<file path="src/rtl/alid_pkg.sv">
// Shared types and codes for the array list insert/delete/search block.
`timescale 1ns / 1ps

package alid_pkg;

	typedef enum logic [1:0] {
		REQ_INSERT = 2'd0,
		REQ_DELETE = 2'd1,
		REQ_SEARCH = 2'd2,
		REQ_NOP    = 2'd3
	} req_kind_t;

	typedef enum logic [1:0] {
		ST_OK        = 2'd0,
		ST_BAD_POS   = 2'd1,
		ST_FULL      = 2'd2,
		ST_NOT_FOUND = 2'd3
	} status_t;

	typedef enum logic [2:0] {
		PTR_HOLD,
		PTR_TOP,
		PTR_POS,
		PTR_ZERO,
		PTR_INC,
		PTR_DEC
	} ptr_op_t;

	typedef enum logic [3:0] {
		S_IDLE,
		S_DECODE,
		S_INS_SHIFT,
		S_INS_LAST,
		S_INS_PUT,
		S_DEL_RD,
		S_DEL_CAP,
		S_DEL_SHIFT,
		S_DEL_FIN,
		S_SRCH,
		S_DONE
	} state_t;

	typedef struct packed {
		logic    load_req;
		logic    set_status;
		status_t status;
		ptr_op_t ptr_op;
		logic    rd_en;
		logic    wr_up;
		logic    wr_down;
		logic    wr_put;
		logic    cap_removed;
		logic    cap_found;
		logic    cnt_inc;
		logic    cnt_dec;
		logic    out_load;
	} cmd_t;

	typedef struct packed {
		req_kind_t kind;
		logic      ins_bad;
		logic      ins_append;
		logic      full;
		logic      del_bad;
		logic      ptr_at_pos;
		logic      ptr_at_end;
		logic      match;
		logic      out_free;
	} sts_t;

endpackage

</file>
<file path="src/rtl/array_list_insert_delete_search_top.sv">
// Walks: an insert that shifts moves entries n-1 down to p up a slot, a delete moves entries
// p+1 to n-1 down a slot (n entries held, p the position), and a search reads from entry 0
// until a hit or entry n-1; rejected and unused requests and appends walk no entries.
// Throughput: one request at a time; the next beat is taken in the cycle after the result
// is loaded into the output register. The walk of one store entry per cycle sets this.
// Reset: count and sum clear to zero; store contents stay undefined, no clearing pass.
`timescale 1ns / 1ps

module array_list_insert_delete_search_top import alid_pkg::*; #(
	parameter int CAPACITY = 16
) (
	input  logic               clk,
	input  logic               arst_n,
	input  logic               in_valid,
	output logic               in_stall,
	input  logic [1:0]         req_type,
	input  logic [4:0]         position,
	input  logic signed [31:0] operand,
	output logic               out_valid,
	input  logic               out_stall,
	output logic [1:0]         status,
	output logic signed [31:0] removed_value,
	output logic [3:0]         found_position,
	output logic [4:0]         entry_count,
	output logic signed [31:0] entry_total
);

	cmd_t cmd;
	sts_t sts;

	alid_ctrl u_ctrl (
		.clk      (clk),
		.arst_n   (arst_n),
		.in_valid (in_valid),
		.in_stall (in_stall),
		.sts      (sts),
		.cmd      (cmd)
	);

	alid_datapath #(
		.CAPACITY (CAPACITY)
	) u_datapath (
		.clk            (clk),
		.arst_n         (arst_n),
		.cmd            (cmd),
		.sts            (sts),
		.req_type       (req_type),
		.position       (position),
		.operand        (operand),
		.out_valid      (out_valid),
		.out_stall      (out_stall),
		.status         (status),
		.removed_value  (removed_value),
		.found_position (found_position),
		.entry_count    (entry_count),
		.entry_total    (entry_total)
	);

endmodule

</file>
<file path="src/rtl/alid_ram.sv">
// Generic single-write, single-read RAM with registered read data.
`timescale 1ns / 1ps

module alid_ram #(
	parameter int WIDTH = 32,
	parameter int DEPTH = 16
) (
	input  logic                     clk,
	input  logic                     wr_en,
	input  logic [$clog2(DEPTH)-1:0] wr_addr,
	input  logic [WIDTH-1:0]         wr_data,
	input  logic                     rd_en,
	input  logic [$clog2(DEPTH)-1:0] rd_addr,
	output logic [WIDTH-1:0]         rd_data
);

	logic [WIDTH-1:0] mem [DEPTH];

	always_ff @(posedge clk) begin
		if (wr_en) begin
			mem[wr_addr] <= wr_data;
		end
		if (rd_en) begin
			rd_data <= mem[rd_addr];
		end
	end

endmodule

</file>
<file path="src/rtl/alid_datapath.sv">
// Datapath: request registers, count, sum, walk pointer, entry store and result register.
`timescale 1ns / 1ps

module alid_datapath import alid_pkg::*; #(
	parameter int CAPACITY = 16
) (
	input  logic               clk,
	input  logic               arst_n,
	input  cmd_t               cmd,
	output sts_t               sts,
	input  logic [1:0]         req_type,
	input  logic [4:0]         position,
	input  logic signed [31:0] operand,
	output logic               out_valid,
	input  logic               out_stall,
	output logic [1:0]         status,
	output logic signed [31:0] removed_value,
	output logic [3:0]         found_position,
	output logic [4:0]         entry_count,
	output logic signed [31:0] entry_total
);

	localparam int AW = $clog2(CAPACITY);
	localparam int CW = $clog2(CAPACITY + 1);
	localparam int XW = (CW > 5) ? CW : 5;

	req_kind_t       kind_q;
	logic [4:0]      pos_q;
	logic [31:0]     opnd_q;
	logic [CW-1:0]   count_q;
	logic [31:0]     total_q;
	logic [CW-1:0]   ptr_q;
	logic [AW-1:0]   raddr_s1;
	logic            rd_v_s1;
	logic [31:0]     rd_data;
	status_t         status_q;
	logic [31:0]     removed_q;
	logic [AW-1:0]   found_q;
	logic            out_valid_q;
	status_t         out_status_q;
	logic [31:0]     out_removed_q;
	logic [AW-1:0]   out_found_q;
	logic [CW-1:0]   out_count_q;
	logic [31:0]     out_total_q;

	logic [XW-1:0]   pos_x;
	logic [XW-1:0]   count_x;
	logic [AW-1:0]   rd_addr;
	logic            wr_en;
	logic [AW-1:0]   wr_addr;
	logic [31:0]     wr_data;

	assign pos_x   = XW'(pos_q);
	assign count_x = XW'(count_q);
	assign rd_addr = ptr_q[AW-1:0];

	always_comb begin
		sts.kind       = kind_q;
		sts.ins_bad    = pos_x > count_x;
		sts.ins_append = pos_x == count_x;
		sts.full       = count_q == CW'(CAPACITY);
		sts.del_bad    = pos_x >= count_x;
		sts.ptr_at_pos = XW'(ptr_q) == pos_x;
		sts.ptr_at_end = ptr_q == count_q;
		sts.match      = rd_v_s1 && (rd_data == opnd_q);
		sts.out_free   = !out_valid_q || !out_stall;
	end

	// the shift writes land one slot above or below the entry read last cycle
	always_comb begin
		wr_en   = ((cmd.wr_up || cmd.wr_down) && rd_v_s1) || cmd.wr_put;
		wr_data = cmd.wr_put ? opnd_q : rd_data;
		priority if (cmd.wr_put) begin
			wr_addr = AW'(pos_q);
		end else if (cmd.wr_up) begin
			wr_addr = raddr_s1 + AW'(1);
		end else begin
			wr_addr = raddr_s1 - AW'(1);
		end
	end

	alid_ram #(
		.WIDTH (32),
		.DEPTH (CAPACITY)
	) u_store (
		.clk     (clk),
		.wr_en   (wr_en),
		.wr_addr (wr_addr),
		.wr_data (wr_data),
		.rd_en   (cmd.rd_en),
		.rd_addr (rd_addr),
		.rd_data (rd_data)
	);

	always_ff @(posedge clk or negedge arst_n) begin
		if (!arst_n) begin
			count_q     <= '0;
			total_q     <= '0;
			rd_v_s1     <= 1'b0;
			out_valid_q <= 1'b0;
		end else begin
			rd_v_s1 <= cmd.rd_en;
			if (cmd.cnt_inc) begin
				count_q <= count_q + CW'(1);
				total_q <= total_q + opnd_q;
			end else if (cmd.cnt_dec) begin
				count_q <= count_q - CW'(1);
				total_q <= total_q - removed_q;
			end
			if (cmd.out_load) begin
				out_valid_q <= 1'b1;
			end else if (!out_stall) begin
				out_valid_q <= 1'b0;
			end
		end
	end

	always_ff @(posedge clk) begin
		raddr_s1 <= rd_addr;
		if (cmd.load_req) begin
			kind_q    <= req_kind_t'(req_type);
			pos_q     <= position;
			opnd_q    <= operand;
			status_q  <= ST_OK;
			removed_q <= '0;
			found_q   <= '0;
		end else begin
			if (cmd.set_status) begin
				status_q <= cmd.status;
			end
			if (cmd.cap_removed) begin
				removed_q <= rd_data;
			end
			if (cmd.cap_found) begin
				found_q <= raddr_s1;
			end
		end
		unique case (cmd.ptr_op)
			PTR_HOLD: ptr_q <= ptr_q;
			PTR_TOP:  ptr_q <= count_q - CW'(1);
			PTR_POS:  ptr_q <= CW'(pos_q);
			PTR_ZERO: ptr_q <= '0;
			PTR_INC:  ptr_q <= ptr_q + CW'(1);
			PTR_DEC:  ptr_q <= ptr_q - CW'(1);
			default:  ptr_q <= ptr_q;
		endcase
		if (cmd.out_load) begin
			out_status_q  <= status_q;
			out_removed_q <= removed_q;
			out_found_q   <= found_q;
			out_count_q   <= count_q;
			out_total_q   <= total_q;
		end
	end

	assign out_valid      = out_valid_q;
	assign status         = out_status_q;
	assign removed_value  = out_removed_q;
	assign found_position = 4'(out_found_q);
	assign entry_count    = 5'(out_count_q);
	assign entry_total    = out_total_q;

endmodule

</file>
<file path="src/rtl/alid_ctrl.sv">
// Controller state machine sequencing insert, delete and search walks.
`timescale 1ns / 1ps

module alid_ctrl import alid_pkg::*; (
	input  logic clk,
	input  logic arst_n,
	input  logic in_valid,
	output logic in_stall,
	input  sts_t sts,
	output cmd_t cmd
);

	state_t state_q;
	state_t state_d;

	always_ff @(posedge clk or negedge arst_n) begin
		if (!arst_n) begin
			state_q <= S_IDLE;
		end else begin
			state_q <= state_d;
		end
	end

	always_comb begin
		state_d = state_q;
		unique case (state_q)
			S_IDLE: begin
				if (in_valid) state_d = S_DECODE;
			end
			S_DECODE: begin
				unique case (sts.kind)
					REQ_INSERT: begin
						priority if (sts.ins_bad || sts.full) state_d = S_DONE;
						else if (sts.ins_append) state_d = S_INS_PUT;
						else state_d = S_INS_SHIFT;
					end
					REQ_DELETE: state_d = sts.del_bad ? S_DONE : S_DEL_RD;
					REQ_SEARCH: state_d = S_SRCH;
					default:    state_d = S_DONE;
				endcase
			end
			S_INS_SHIFT: begin
				if (sts.ptr_at_pos) state_d = S_INS_LAST;
			end
			S_INS_LAST:  state_d = S_INS_PUT;
			S_INS_PUT:   state_d = S_DONE;
			S_DEL_RD:    state_d = S_DEL_CAP;
			S_DEL_CAP:   state_d = sts.ptr_at_end ? S_DEL_FIN : S_DEL_SHIFT;
			S_DEL_SHIFT: begin
				if (sts.ptr_at_end) state_d = S_DEL_FIN;
			end
			S_DEL_FIN:   state_d = S_DONE;
			S_SRCH: begin
				if (sts.match || sts.ptr_at_end) state_d = S_DONE;
			end
			S_DONE: begin
				if (sts.out_free) state_d = S_IDLE;
			end
			default: state_d = S_IDLE;
		endcase
	end

	always_comb begin
		cmd          = '0;
		cmd.status   = ST_OK;
		cmd.ptr_op   = PTR_HOLD;
		in_stall     = 1'b1;
		unique case (state_q)
			S_IDLE: begin
				in_stall     = 1'b0;
				cmd.load_req = in_valid;
			end
			S_DECODE: begin
				cmd.set_status = 1'b1;
				unique case (sts.kind)
					REQ_INSERT: begin
						priority if (sts.ins_bad) cmd.status = ST_BAD_POS;
						else if (sts.full) cmd.status = ST_FULL;
						else if (!sts.ins_append) cmd.ptr_op = PTR_TOP;
					end
					REQ_DELETE: begin
						if (sts.del_bad) cmd.status = ST_BAD_POS;
						else cmd.ptr_op = PTR_POS;
					end
					REQ_SEARCH: cmd.ptr_op = PTR_ZERO;
					default: cmd.status = ST_OK;
				endcase
			end
			S_INS_SHIFT: begin
				// walk down from the top entry, moving each one up a slot
				cmd.rd_en = 1'b1;
				cmd.wr_up = 1'b1;
				if (!sts.ptr_at_pos) cmd.ptr_op = PTR_DEC;
			end
			S_INS_LAST: cmd.wr_up = 1'b1;
			S_INS_PUT: begin
				cmd.wr_put  = 1'b1;
				cmd.cnt_inc = 1'b1;
			end
			S_DEL_RD: begin
				cmd.rd_en  = 1'b1;
				cmd.ptr_op = PTR_INC;
			end
			S_DEL_CAP: begin
				cmd.cap_removed = 1'b1;
				if (!sts.ptr_at_end) begin
					cmd.rd_en  = 1'b1;
					cmd.ptr_op = PTR_INC;
				end
			end
			S_DEL_SHIFT: begin
				cmd.wr_down = 1'b1;
				if (!sts.ptr_at_end) begin
					cmd.rd_en  = 1'b1;
					cmd.ptr_op = PTR_INC;
				end
			end
			S_DEL_FIN: cmd.cnt_dec = 1'b1;
			S_SRCH: begin
				// check the entry read last cycle before reading the next one
				priority if (sts.match) begin
					cmd.cap_found = 1'b1;
				end else if (sts.ptr_at_end) begin
					cmd.set_status = 1'b1;
					cmd.status     = ST_NOT_FOUND;
				end else begin
					cmd.rd_en  = 1'b1;
					cmd.ptr_op = PTR_INC;
				end
			end
			S_DONE: cmd.out_load = sts.out_free;
			default: cmd.load_req = 1'b0;
		endcase
	end

endmodule
</file>
<file path="config.mk">
export PLATFORM = sky130hd
export DESIGN_NAME = array_list_insert_delete_search_top
export DESIGN_NICKNAME = d
export VERILOG_FILES = /design/src/rtl/alid_pkg.sv /design/src/rtl/array_list_insert_delete_search_top.sv /design/src/rtl/alid_ram.sv /design/src/rtl/alid_datapath.sv /design/src/rtl/alid_ctrl.sv
export SDC_FILE = /design/constraint.sdc
export NUM_CORES = 1
export LEC_CHECK = 0
export ABC_AREA = 1
export BUFFER_PORTS_ARGS = -buffer_cell sky130_fd_sc_hd__clkbuf_2
export CAP_MARGIN = 20
export CORE_MARGIN = 5
export CORE_UTILIZATION = 35
export CTS_BUF_LIST = sky130_fd_sc_hd__clkbuf_16
export CTS_CLUSTER_DIAMETER = 40
export DETAILED_ROUTE_END_ITERATION = 8
export PLACE_DENSITY = 0.6
export SLEW_MARGIN = 10
export SYNTH_ARGS = -nofsm -noshare
export SYNTH_HDL_FRONTEND = slang
export SYNTH_SLANG_ARGS = --single-unit
</file>
<file path="constraint.sdc">
create_clock -name clk -period 8.9 [get_ports clk]
set_input_delay 0.445 -clock clk [delete_from_list [all_inputs] [get_ports clk]]
set_output_delay 0.445 -clock clk [all_outputs]
set_load 0.02 [all_outputs]
</file>
======== After elaboration in Yosys (flattened, before gate mapping) ========
Memory sizes are Yosys's and may differ from the RTL's. A register that Yosys moved wholly into a read port is not among the register bits.
Cells that the tools add are included.
storage, ports and cells
  register bits ........................... 204
  bits in latches ......................... 0
  bits in writable memories ............... 512
  memory bits (read-only) ................. 0
  bits of input ports ..................... 43
  output and inout port bits .............. 77
  word-level logic and storage cells ...... 124
  memories kept ........................... 1
memories
  memory                  depth  width  rd ports  clocked after memory_dff  wr ports  RTL line        source
  u_datapath.u_store.mem  16     32     1         1                         1         alid_ram.sv:17  logic [WIDTH-1:0] mem [DEPTH];
cells by class
  add/sub/neg operators ................... 8
  multipliers ............................. 0
  div/mod/pow operators ................... 0
  $lt $le $gt $ge ......................... 2
  equal/unequal tests ..................... 28
  shift-type cells ........................ 0
  mux-type cells .......................... 49
  bitwise gates (word level) .............. 0
  reduce and logical (&&, ||, !) cells .... 18
operators with widths
  kind                                                                 count
  32-bit two-way mux                                                   3
  4-bit two-way mux                                                    11
  4-bit one-hot mux with 10 select lines                               1
  32-bit adder                                                         1
  32-bit == test                                                       1
  32-bit subtractor                                                    1
  5-bit one-hot mux with 5 select lines                                1
  1-bit two-way mux                                                    17
  4-bit by 3-bit == test with 1-bit output (second input constant)     4
  5-bit == test                                                        3
  3-bit one-hot mux with 5 select lines                                1
  4-bit == test (second input constant)                                3
  3-bit two-way mux                                                    4
  4-bit one-hot mux with 3 select lines                                1
  5-bit by 1-bit adder with 5-bit output (second input constant)       2
  5-bit two-way mux                                                    2
  2-bit by 1-bit != test with 1-bit output (second input constant)     5
  5-bit by 1-bit subtractor with 5-bit output (second input constant)  2
  3-bit one-hot mux with 3 select lines                                1
  4-bit by 2-bit == test with 1-bit output (second input constant)     2
  2-bit OR reduction                                                   4
  7-bit two-way mux                                                    1
  3-bit by 2-bit == test with 1-bit output (second input constant)     2
  3-bit == test (second input constant)                                2
  22 further kinds                                                     30

======== Logic depth before layout (Yosys ltp) ========
Gate-level depths: netlist (run 1).
  depth after elaboration ................. 8
  gate-level depth with buffers ........... 24
  gate-level depth less buffers ........... 24

======== Hierarchy ========
From an unflattened synthesis (run 1), not the netlist that was laid out.
second synthesis, totals
  cell total of the unflattened synthesis .. 3504
  area total of the unflattened synthesis .. 34642.0 sq um
modules (own cells, without submodules)
  module         instances  cells an instance  area an instance (sq um)  seq. area each (sq um)
  alid_ram       1          2120               23050.9                   16335.7
  alid_datapath  1          1271               11010.6                   5390.2
  alid_ctrl      1          113                580.6                     100.1

======== Worst setup path after synthesis (run 1) ========
No wires, ideal clock.
  path kind ............................... reg2reg
  from .................................... reg u_ctrl.state_q[1]
  to ...................................... reg u_datapath.out_count_q[0], in the netlist u_datapath.entry_count[0] (enable)
  setup time .............................. 0.533 ns
  data arrival time ....................... 4.403 ns
  required time ........................... 8.367 ns
  setup slack ............................. 3.964 ns
  stages on the path, launching flop included .. 5
  path buffers ............................ 0
  clock period less this slack ............ 4.936 ns
  cell sequence ........................... dfrtp_1 > inv_2 > nor2_1 > nand2_1 > a21oi_1
RTL lines
  what                      RTL line              source
  start: declaration        alid_ctrl.sv:13       state_t state_q;
  start signal: assignment  alid_ctrl.sv:20       state_q <= state_d;
  end signal: assignment    alid_datapath.sv:151  out_count_q <= count_q;
  end: declaration          alid_datapath.sv:43   logic [CW-1:0] out_count_q;

======== Worst setup path after layout (run 1) ========
  from .................................... reg u_ctrl.state_q[1]
  to ...................................... reg u_datapath.total_q[30]
on the way
  cells in the longest elaborated chain, start to end .. 3
  elaborated cells on any way between the ends .. 6
  those cells by class .................... eq/ne: 2; mux: 3; reduce/logical: 1
ends and longest elaborated chain
  what                                                                       RTL line              source
  4-bit by 3-bit == test with 1-bit output or 4-bit == test (tied branches)  alid_ctrl.sv:68       unique case (state_q)
  1-bit two-way mux                                                          alid_ctrl.sv:68
  32-bit two-way mux or 2-bit nonzero test (tied branches)                   -
  end signal: assignment                                                     alid_datapath.sv:105  total_q <= total_q + opnd_q;
  end signal: assignment                                                     alid_datapath.sv:108  total_q <= total_q - removed_q;
  end: declaration                                                           alid_datapath.sv:31   logic [31:0] total_q;
Several ways; a longest one is shown, not always the timed one.
A chain may end at the register's enable or synchronous reset.

==> results of run 1 <==
[cell usage after synthesis, types with 4 or more instances]
cell type | count | area (um^2)
o31ai_1 | 4 | 30.0
xnor2_1 | 21 | 184
inv_2 | 18 | 67.6
o21ai_1 | 22 | 110
xor2_1 | 26 | 228
nor2_4 | 7 | 78.8
nor3_2 | 5 | 50.1
clkbuf_1 | 83 | 312
nand4_1 | 29 | 181
nor3_1 | 12 | 60.1
o21a_1 | 4 | 30.0
o22ai_1 | 37 | 231
o21ai_0 | 369 | 1850
or2_2 | 8 | 50.1
a21oi_1 | 90 | 450
nor2_1 | 400 | 1500
nor2_2 | 10 | 62.6
a21o_1 | 7 | 52.6
o211ai_1 | 36 | 270
a21boi_0 | 9 | 67.6
dfxtp_1 | 42 | 841
inv_1 | 156 | 586
buf_2 | 42 | 210
nand3_2 | 7 | 70.1
a31oi_1 | 8 | 50.1
o21bai_1 | 4 | 30.0
nand3_1 | 101 | 505
ha_1 | 45 | 563
o221ai_1 | 93 | 815
dfrtp_1 | 43 | 1080
edfxtp_1 | 663 | 19900
nand2_1 | 377 | 1420
nor4_1 | 4 | 25.0
buf_1 | 5 | 18.8
o21ai_2 | 4 | 35.0
[cell type report]
cell class | instances | area share (%)
Multi-Input combinational cell | 1760 | 24.6
Inverter | 175 | 1.73
Timing Repair Buffer | 216 | 3.76
Sequential cell | 748 | 57.1
Tap cell | 1186 | 3.88
Clock buffer | 100 | 6.55
Clock inverter | 83 | 2.40
[path summary, 6_finish.rpt]
kind | start | endpoint | cells after the start
worst max-delay path | u_ctrl.state_q[1]$_DFFE_PN0P_ | u_datapath.total_q[30]$_DFFE_PN0P_ | 18
worst min-delay path | out_stall | u_datapath.out_valid$_DFFE_PN0P_ | 3
worst max register to register | u_ctrl.state_q[1]$_DFFE_PN0P_ | u_datapath.total_q[30]$_DFFE_PN0P_ | 18
worst min register to register | u_datapath.removed_q[0]$_SDFFE_PP0N_ | u_datapath.removed_value[0]$_DFFE_PP_ | 0
max in group asynchronous | arst_n | u_datapath.total_q[15]$_DFFE_PN0P_ | 3
min in group asynchronous | arst_n | u_datapath.count_q[4]$_DFFE_PN0P_ | 3
[metrics by stage]
stage | std cells | worst slack (ps) | instance area (um^2) | power [mW]
after CTS | 4266 | 4510 | 38200 | 16.8
final | 4268 | 4480 | 38200 | 16.9
after global placement | 4045 | 4580 | 34400 | 12.7
after global routing | 4268 | 4070 | 38200 | 17.9
after detailed placement | 4045 | 4510 | 34400 | 12.8
after floorplan | 2818 | 3960 | 32300 | 10.3
[report_power, final]
group,internal (mW),total (mW),switching (mW)
combinational,2.15,7.41,5.26
clock,2.47,4.05,1.58
sequential,4.96,5.40,0.436
total,9.58,16.9,7.28
[state kept, by name, summed over array words and instances (netlist names)]
| signal | flops |
|---|---|
| u_datapath.entry_count | 5 |
| u_datapath.entry_total | 32 |
| u_datapath.u_store.mem | 512 |
| u_datapath.u_store.rd_data | 32 |
| u_datapath.status | 2 |
| u_datapath.removed_value | 32 |
| u_datapath.opnd_q | 32 |
| u_datapath.rd_v_s1 | 1 |
| u_datapath.found_q | 4 |
| u_datapath.status_q | 2 |
| u_datapath.total_q | 32 |
| u_ctrl.state_q | 4 |
| u_datapath.raddr_s1 | 4 |
| u_datapath.ptr_q | 5 |
| u_datapath.found_position | 4 |
| u_datapath.count_q | 5 |
| u_datapath.out_valid | 1 |
| u_datapath.pos_q | 5 |
| u_datapath.removed_q | 32 |
| u_datapath.kind_q | 2 |
[logic make-up (layout without fill, tap and decap cells)]
logic type / count (synthesis) / count (layout) / share of synthesized area, %
simple gates: 972 / 972 / 12.8
flops: 748 / 748 / 67.5
compound gates: 693 / 693 / 12.6
buf+inv: 310 / 574 / 3.86
fa+ha+maj: 48 / 48 / 1.93
xor+xnor: 47 / 47 / 1.27
[metal layers]
layer,vias up,wire length (um),track usage (%)
li1,10544,-,-
met2,758,43300,29.5
met3,139,5760,2.68
met5,-,0,0
met4,0,2620,5.98
met1,10958,39600,25.0
[critical path, cell delays in order (launching register included)]
cell and delay, ps:
dfrtp_1 460, nor2_4 230, inv_2 100, nor2_8 690, inv_2 570, o21ai_0 190
o21ai_0 120, ha_1 380, nand2_1 140, nor2_1 290, nand3_1 190, nand3_1 250
nand2_1 80, nand2_1 180, nand3_1 130, nand2_1 80, nand2_1 50, nand3_1 60
nand2_1 60
[repair_timing]
action	4_1_cts	5_1_grt
hold buffers	38	0
hold endpoints to repair	80	0
setup endpoints to repair	0	0
setup buffers	0	0
==> metrics, run 1 <==
worst reg-to-reg setup slack 4480 ps; first-pass GRT wire length 137000 um; vias post-DR 22399; I/O pins 120; gr ovfl total 0; unrepaired setup endpoints after global routing false; crit path time final 4420 ps; type of element capturing the critical path flop; Initial Util 35.2%; post_cts resized 0; number of I/O port buffers 119; synthesized area per cell 11.5 um^2; DR iter-0 viols 2069; routed wire length 91300 um; worst-margin pin slew 985 ps; FF/Latch Area 0.0218 mm^2; clock latency on the worst-skew pair 650 ps; Post-Syn Instances 2818; Hold Path Class in2reg; die span in x 314 um; pwr dens 441 mW/mm^2; Multi-input gate area 0.00940 mm^2; vias in the first global route 21678; Inserted Diodes 0; Critical Path AT 4960 ps; mapped cell area 0.0323 mm^2; dpl hpwl 57000 um; Slew Limit Fails 0; commonest cells after routing, fill and taps aside edfxtp_1 (663), nor2_1 (382), nand2_1 (377); Final nets 3090; DR pass1 iterations 6; Max IR drop VDD 0.220 mV; Die Ht 314 um; Fillers 8532; #FFs+latches synth 748; initial antenna violation count 1; Seq/Total Area, Yosys 67.5%; Primary FF master, synth edfxtp_1; Inserted Clock Buffers 98; die area 0.0985 mm^2; ys async rst share 5.75%; vias per cell 5.25; Core Footprint 0.0917 mm^2; Distinct cells, synth 55; GRT Overall Usage 18.1%; Worst setup SP type flop; net count after synthesis 2909; final hold slack 79.6 ps; Setup-failing EPs final 0; worst-path maximum fanout 72; DR DRC count 0; Final ANT Viol Nets 0; Tcrit/Tclk final 49.7%; Sink Count 748; Max transition margin 34.4%; Clock Pin Slew Worst Setup and Hold Paths 60 ps; largest net degree at the start of global routing 95; CTS tree done; WS Path Type reg2reg; DR WL/cell 21.4 um; Max Cap Viol 0; clock root cell clkbuf_16; Clock Path Buffers 3; # rows 111; commonest non-fill, non-tap cell in the layout edfxtp_1; Fin Clk Skew 20.4 ps; Post-synth EDFFs 663; sum of negative setup slack 0 ps; H-tree depth 3; Fmax 226 MHz; final hold violations 0; Leak Pwr 13.9 nW; Final Wtd Congestion 0.934; Layout Utilization 41.7%; fraction of layout cells with a size suffix above 1 14.2%; Crit path required time 9430 ps; Layout area overhead 18.3%; yosys synthesis warning count 0; status complete, no violations
No activity file was read; power rests on OpenSTA's default activity.
==> run 2: changes to the inputs <==
PLACE_DENSITY = 0.62   (was 0.6)
clock period = 3.81 ns   (was 8.9 ns; I/O delays follow)
==> run 2 against run 1 <==
Effect of this change:
- critical path depth down 2
- wire length up 0.64%
- sequential cell count unchanged
- non-clock buffer count up 34
- worst setup slack worse by 4300 ps
- fmax up 22%
- clock skew up 20 ps
- combinational power up 140%
- die area unchanged
- first-iteration DRC count up 10%
- count of clock-buffer cells in the layout up 4
- worst hold slack worse by 39 ps
==> metrics, run 2 (synthesis gave the netlist of run 1 again) <==
Multi-input gate area 0.00940 mm^2 (about the same); Worst setup SP type flop (unchanged); final hold violations 0 (unchanged); Max Cap Viol 0 (unchanged); clock root cell clkbuf_16 (unchanged); Clock Path Buffers 3 (unchanged); Max transition margin 31.5% (was 34.4%); Crit path required time 4360 ps (was 9430 ps); Die Ht 314 um (unchanged); fraction of layout cells with a size suffix above 1 15.2% (was 14.2%); Internal 22.7 mW (was 9.58 mW); Leak Pwr 14.1 nW (was 13.9 nW); DR DRC count 0 (unchanged); initial antenna violation count 1 (unchanged); H-tree depth 3 (unchanged); Inserted Clock Buffers 103 (was 98); Clock Pin Slew Worst Setup and Hold Paths 60 ps (about the same); DR iter-0 viols 2278 (was 2069); # rows 111 (unchanged); Fmax 276 MHz (was 226 MHz); vias in the first global route 21865 (was 21678); final cell count without fillers 4314 (was 4268); Critical Path AT 4170 ps (was 4960 ps); status complete, no violations (unchanged); die span in x 314 um (unchanged); Fillers 8479 (was 8532); Setup-failing EPs final 0 (unchanged); Core Footprint 0.0917 mm^2 (unchanged); first-pass GRT wire length 136000 um (was 137000 um); P_sw 17.3 mW (was 7.28 mW); Fin Clk Skew 40.1 ps (was 20.4 ps); worst-margin pin slew 1020 ps (was 985 ps); clock latency on the worst-skew pair 680 ps (was 650 ps); Sink Count 748 (unchanged); DR pass1 iterations 5 (was 6); post-route cell area 0.0389 mm^2 (was 0.0382 mm^2); Reg with most FFs u_datapath.u_store.mem (unchanged); vias per cell 5.28 (was 5.25); die area 0.0985 mm^2 (unchanged); Layout area overhead 20.3% (was 18.3%); Hold Path Class in2async (was in2reg); Cells after DPL 4072 (was 4045); routed wire length 91900 um (was 91300 um); Tcrit/Tclk final 95.0% (was 49.7%); DP Area 0.0348 mm^2 (was 0.0344 mm^2); number of I/O port buffers 119 (unchanged); dpl hpwl 58000 um (was 57000 um); sum of negative setup slack 0 ps (unchanged); gr ovfl total 0 (unchanged); commonest cells after routing, fill and taps aside edfxtp_1 (663), nor2_1 (381), nand2_1 (377) (was edfxtp_1 (663), nor2_1 (382), nand2_1 (377)); Slew Limit Fails 0 (unchanged); CTS tree done (unchanged); max FFs per register 512 (unchanged); register share of total power 31.4% (was 32.0%); commonest non-fill, non-tap cell in the layout edfxtp_1 (unchanged); pwr dens 1030 mW/mm^2 (was 441 mW/mm^2); GRT Overall Usage 18.1% (about the same); sw frac 43.3% (was 43.2%); crit path time final 3620 ps (was 4420 ps); clock power share 23.9% (was 24.0%); unrepaired setup endpoints after global routing false (unchanged); part of the power in combinational logic 44.7% (was 44.0%); Final Wtd Congestion 0.947 (was 0.934); FF/Latch Area 0.0218 mm^2 (unchanged); WS Path Type reg2reg (unchanged); I/O pins 120 (unchanged); worst-path maximum fanout 50 (was 72); Inserted Diodes 0 (unchanged); vias post-DR 22777 (was 22399); type of element capturing the critical path flop (unchanged); Final nets 3129 (was 3090); Final ANT Viol Nets 0 (unchanged); Initial Util 35.2% (unchanged); DR WL/cell 21.3 um (was 21.4 um); Max IR drop VDD 0.630 mV (was 0.220 mV); largest net degree at the start of global routing 159 (was 95)
==> run 2: changes by cell type in the layout (fill, tap and decap cells not counted), moves of 2 or more <==
| cell | previous run | this run |
|---|---|---|
| bufinv_16 | 13 | 8 |
| buf_12 | 0 | 19 |
| clkinv_1 | 7 | 13 |
| o21ai_0 | 368 | 365 |
| clkbuf_16 | 100 | 104 |
| clkinv_2 | 15 | 13 |
| clkinv_16 | 0 | 2 |
| o21ai_1 | 23 | 26 |
| dlygate4sd3_1 | 38 | 41 |
| buf_4 | 58 | 69 |
| clkinv_8 | 2 | 9 |
==> run 2: what timing repair did <==
action                                  in CTS  in global routing
gates resized for setup                      0                  1
endpoints found under the setup margin       0                  2
setup buffers                                0                  2
endpoints found under the hold margin       73                  0
hold buffers                                41                  0
==> run 2: worst paths after layout <==
path | end | startpoint | slack (ps) | cells after the start
worst max-delay path | u_datapath.total_q[14]$_DFFE_PN0P_ | u_ctrl.state_q[1]$_DFFE_PN0P_ | 190 | 16
worst min-delay path | u_datapath.count_q[1]$_DFFE_PN0P_ | arst_n | 40 | 2
worst max register to register | u_datapath.total_q[14]$_DFFE_PN0P_ | u_ctrl.state_q[1]$_DFFE_PN0P_ | 190 | 16
worst min register to register | u_datapath.status[0]$_DFFE_PP_ | u_datapath.status_q[0]$_SDFFE_PP0P_ | 430 | 0
max in group asynchronous | u_datapath.total_q[10]$_DFFE_PN0P_ | arst_n | 2960 | 3
min in group clk | u_datapath.found_q[3]$_SDFFE_PP0P_ | in_valid | 140 | 6
==> run 2: stage by stage <==
stage	worst slack [ps]	utilization, %	hold slack (ps)	total power, mW
after global routing	15.2	42.4	63.6	42.3
after floorplan	239	-	-105	24.0
final	189	42.4	40.7	40.0
after detailed placement	300	38.0	192	30.1
after global placement	329	38.0	190	30.0
after CTS	286	42.3	15.6	39.8
==> run 2: worst max-delay path, cell delays in order, from the launching register on <==
cell	delay [ps]
dfrtp_1	460
nor2_4	250
inv_2	110
nor2_8	180
buf_12	240
nand2_1	110
o21ai_0	160
ha_1	350
a21oi_1	410
o21ai_0	310
nand2_1	120
nand3_1	150
nand2_1	90
nand2_1	110
or2_2	300
nand3_1	70
nand2_1	60
==> run 2: metal layers <==
metal | share of wire [%] | global-route usage (%) | up-vias
li1 | - | - | 10659
met1 | 42 | 24.4 | 11045
met2 | 48 | 30.0 | 906
met3 | 6.7 | 2.58 | 167
met4 | 3.3 | 6.56 | 0
met5 | 0 | 0 | -
==> run 2: layout make-up <==
class	instances	share of cell area [%]
well taps	1186	3.82
repair buffers	250	5.01
clock buffers	104	6.70
inverters	175	1.71
multi-input cells	1760	24.2
clock inverters	91	2.41
flip-flops and latches	748	56.2
==> run 2: power groups by stage <==
stage,combinational (mW),sequential [mW],clock (mW)
after floorplan,11.5,12.4,0
final,17.8,12.6,9.56
after detailed placement,17.4,12.7,0
after global placement,17.3,12.7,0
after global routing,19.5,12.7,10.1
after CTS,17.5,12.6,9.73
==> run 3: changes to the inputs <==
SYNTH_HIERARCHICAL = 1   (was unset)
==> run 3 against run 2 <==
Effect of this change:
- critical path depth down 3
- clock skew down 2.3 ps
- highest routed layer unchanged
- final cell count up 19%
- utilization down 0.44 points
- worst setup slack better by 82 ps
- critical path type unchanged
- first-iteration DRC count up 9.8%
- wire length up 1.6%
- combinational power up 3%
- final area up 6.1%
==> metrics, run 3 <==
WS Path Type reg2reg (unchanged); clock latency on the worst-skew pair 660 ps (was 680 ps); final hold violations 0 (unchanged); Max IR drop VDD 0.608 mV (was 0.630 mV); largest net degree at the start of global routing 165 (was 159); Core Footprint 0.0983 mm^2 (was 0.0917 mm^2); yosys synthesis warning count 6 (was 0); Crit path required time 4120 ps (was 4360 ps); ys async rst share 5.75% (unchanged); Inserted Diodes 0 (unchanged); DR DRC count 0 (unchanged); sum of negative setup slack 0 ps (unchanged); number of I/O port buffers 119 (unchanged); Leak Pwr 17.4 nW (was 14.1 nW); commonest non-fill, non-tap cell in the layout nand2_1 (was edfxtp_1); max FFs per register 512 (unchanged); area leader, netlist edfxtp_1 (unchanged); sw frac 42.7% (was 43.3%); die area 0.105 mm^2 (was 0.0985 mm^2); CTS tree done (unchanged); Post-synth EDFFs 663 (unchanged); Post-Syn Instances 3504 (was 2818); net count after synthesis 3603 (was 2909); fraction of layout cells with a size suffix above 1 12.4% (was 15.2%); Fin Clk Skew 37.8 ps (was 40.1 ps); mapped cell area 0.0346 mm^2 (was 0.0323 mm^2); worst reg-to-reg setup slack 270 ps (was 190 ps); #FFs+latches synth 748 (unchanged); crit path time final 3540 ps (was 3620 ps); Reg2Reg Depth 13 (was 16); clock power share 23.2% (was 23.9%); worst-path maximum fanout 12 (was 50); final hold slack 164 ps (was 40.7 ps); DR pass1 iterations 5 (unchanged); worst-margin pin slew 992 ps (was 1020 ps); Reg with most FFs u_datapath/u_store/mem (was u_datapath.u_store.mem); P_sw 17.2 mW (was 17.3 mW); initial antenna violation count 1 (unchanged); most common cell in the synthesized netlist nand2_1 (was edfxtp_1); Setup-failing EPs final 0 (unchanged); synthesized area per cell 9.89 um^2 (was 11.5 um^2); commonest cells after routing, fill and taps aside nand2_1 (1037), edfxtp_1 (663), inv_1 (524) (was edfxtp_1 (663), nor2_1 (381), nand2_1 (377)); # rows 115 (was 111); Fmax 283 MHz (was 276 MHz); Layout area overhead 19.0% (was 20.3%); GRT Overall Usage 17.2% (was 18.1%); multiplexer share of the synthesized area 0% (unchanged); Primary FF master, synth edfxtp_1 (unchanged); Cells after DPL 4886 (was 4072); part of the power in combinational logic 45.6% (was 44.7%); Overall Power 40.2 mW (was 40.0 mW); vias in the first global route 23470 (was 21865); Die Ht 325 um (was 314 um); CP max-delay cell o21ai_0 (was dfrtp_1); Internal 23.1 mW (was 22.7 mW); type of element capturing the critical path flop (unchanged); Hold Path Class in2async (unchanged); Distinct cells, synth 58 (was 55); routed wire length 93400 um (was 91900 um); Critical Path AT 3850 ps (was 4170 ps); largest family of logic cells by synthesized area simple AND/OR/NAND/NOR gates (unchanged); Synth Area in Adders 2.09% (was 1.93%); dpl hpwl 59900 um (was 58000 um); DR iter-0 viols 2501 (was 2278); die span in x 325 um (was 314 um); Inserted Clock Buffers 96 (was 103); CP Cell Sequence inv_1 -> nand2_1 -> nor2_1 -> inv_1 -> ha_1 -> a21oi_1 -> nand2_1 -> xnor2_1 -> o21ai_0 -> nand3_1 -> buf_4 -> nor2_4 -> buf_4 (was nor2_4 -> inv_2 -> nor2_8 -> buf_12 -> nand2_1 -> o21ai_0 -> ha_1 -> a21oi_1 -> o21ai_0 -> nand2_1 -> nand3_1 -> nand2_1 -> nand2_1 -> or2_2 -> nand3_1 -> nand2_1); vias per cell 4.86 (was 5.28); clock root cell clkbuf_16 (unchanged); Post-synth top cells nand2_1 (1037), edfxtp_1 (663), inv_1 (516), nand3_1 (449), nor2_1 (152) (was edfxtp_1 (663), nor2_1 (400), nand2_1 (377), o21ai_0 (369), inv_1 (156)); Max Cap Viol 0 (unchanged); final cell count without fillers 5113 (was 4314); Max transition margin 33.9% (was 31.5%); Clock Pin Slew Worst Setup and Hold Paths 60 ps (about the same); gr ovfl total 0 (unchanged); DR WL/cell 18.3 um (was 21.3 um); Initial Util 35.2% (about the same); Slew Limit Fails 0 (unchanged); I/O pins 120 (unchanged); CP peak stage delay 660 ps (was 460 ps); Worst setup SP type flop (unchanged); register share of total power 31.2% (was 31.4%); critical path buffer and inverter count 4 (was 2); Seq/Total Area, Yosys 63.0% (was 67.5%); status complete, no violations (unchanged); Final ANT Viol Nets 0 (unchanged); Sink Count 748 (unchanged); pwr dens 976 mW/mm^2 (was 1030 mW/mm^2); vias post-DR 24840 (was 22777); Clock Path Buffers 3 (unchanged); Simple-Gate Fraction of Synth Area 21.2% (was 12.8%); Tcrit/Tclk final 92.9% (was 95.0%); top cell type's share of synthesized area 57.5% (was 61.6%); first-pass GRT wire length 142000 um (was 136000 um); Area contributors post-synth edfxtp_1 (57%), nand2_1 (11%), nand3_1 (6.5%) (was edfxtp_1 (62%), o21ai_0 (5.7%), nor2_1 (4.6%)); H-tree depth 3 (unchanged); xor/xnor share of the synthesized area 1.37% (was 1.27%); Final Wtd Congestion 0.937 (was 0.947); unrepaired setup endpoints after global routing false (unchanged); complex-gate fraction of the synthesized area 4.21% (was 12.6%); Final nets 3845 (was 3129); CP delay by family, top compound AO/OA/AOI/OAI gates (was simple AND/OR/NAND/NOR gates); Crit path depth 13 (was 16)
-- run 3: cells by family after synthesis --
family | count (synthesis)
adders and majority gates | 56
and+or+nand+nor | 1729
AOI/OAI and AO/OA | 255
buffers and inverters | 662
xor gates and xnor gates | 54
DFF | 748
-- run 3: cell type report --
class | instances | area [um^2]
Inverter | 524 | 1970
Tap cell | 1287 | 1610
Fill cell | 9292 | 57000
Clock buffer | 99 | 2480
Sequential cell | 748 | 21800
Timing Repair Buffer | 282 | 2300
Multi-Input combinational cell | 2094 | 10200
Clock inverter | 79 | 860
-- run 3: tightest hold or removal path, stage by stage --
cell	delay (ps)
dlygate4sd3_1	530
clkbuf_2	130
buf_4	420
-- run 3: through the flow --
stage	worst slack, ps	instance area (um^2)	util (%)
final	271	41200	42.0
after global routing	2.24	41200	42.0
after CTS	28.9	41200	41.9
after detailed placement	56.3	37400	38.1
after global placement	-99.3	37400	38.1
after floorplan	84.7	34700	-
-- run 3: worst paths after layout --
check	from	endpoint
worst min-delay path	arst_n	u_datapath/total_q[13]$_DFFE_PN0P_
worst max register to register	u_ctrl/state_q[2]$_DFFE_PN0P_	u_datapath/u_store/mem[13][2]$_DFFE_PP_
worst min register to register	u_datapath/found_q[0]$_SDFFE_PP0P_	u_datapath/found_position[0]$_DFFE_PP_
max in group asynchronous	arst_n	u_datapath/total_q[2]$_DFFE_PN0P_
min in group clk	operand[23]	u_datapath/opnd_q[23]$_DFFE_PP_
worst max-delay path	u_ctrl/state_q[2]$_DFFE_PN0P_	u_datapath/u_store/mem[13][2]$_DFFE_PP_
-- run 3: timing repair --
action	4_1_cts	5_1_grt
setup endpoints to repair	0	8
gates resized for setup	0	6
hold endpoints to repair	87	0
setup buffers	0	5
hold buffers	43	0
-- run 3: routing by layer --
metal  GRT usage, %  part of all wire [%]  vias up  routed length (um)
met4           4.58                   2.1        0                1940
met1           23.1                    43    11830               40200
met5              0                     0        -                   0
met2           29.2                    48      821               45200
li1               -                     -    12065                   -
met3           2.51                   6.5      124                6060
-- run 3: power by group through the flow --
stage	Clock [mW]	Combinational [mW]	Sequential (mW)
floorplan	0	12.5	12.6
global placement	0	17.9	12.7
detailed placement	0	18.0	12.7
CTS	9.50	18.1	12.5
global route	9.85	20.3	12.7
finish	9.34	18.3	12.5
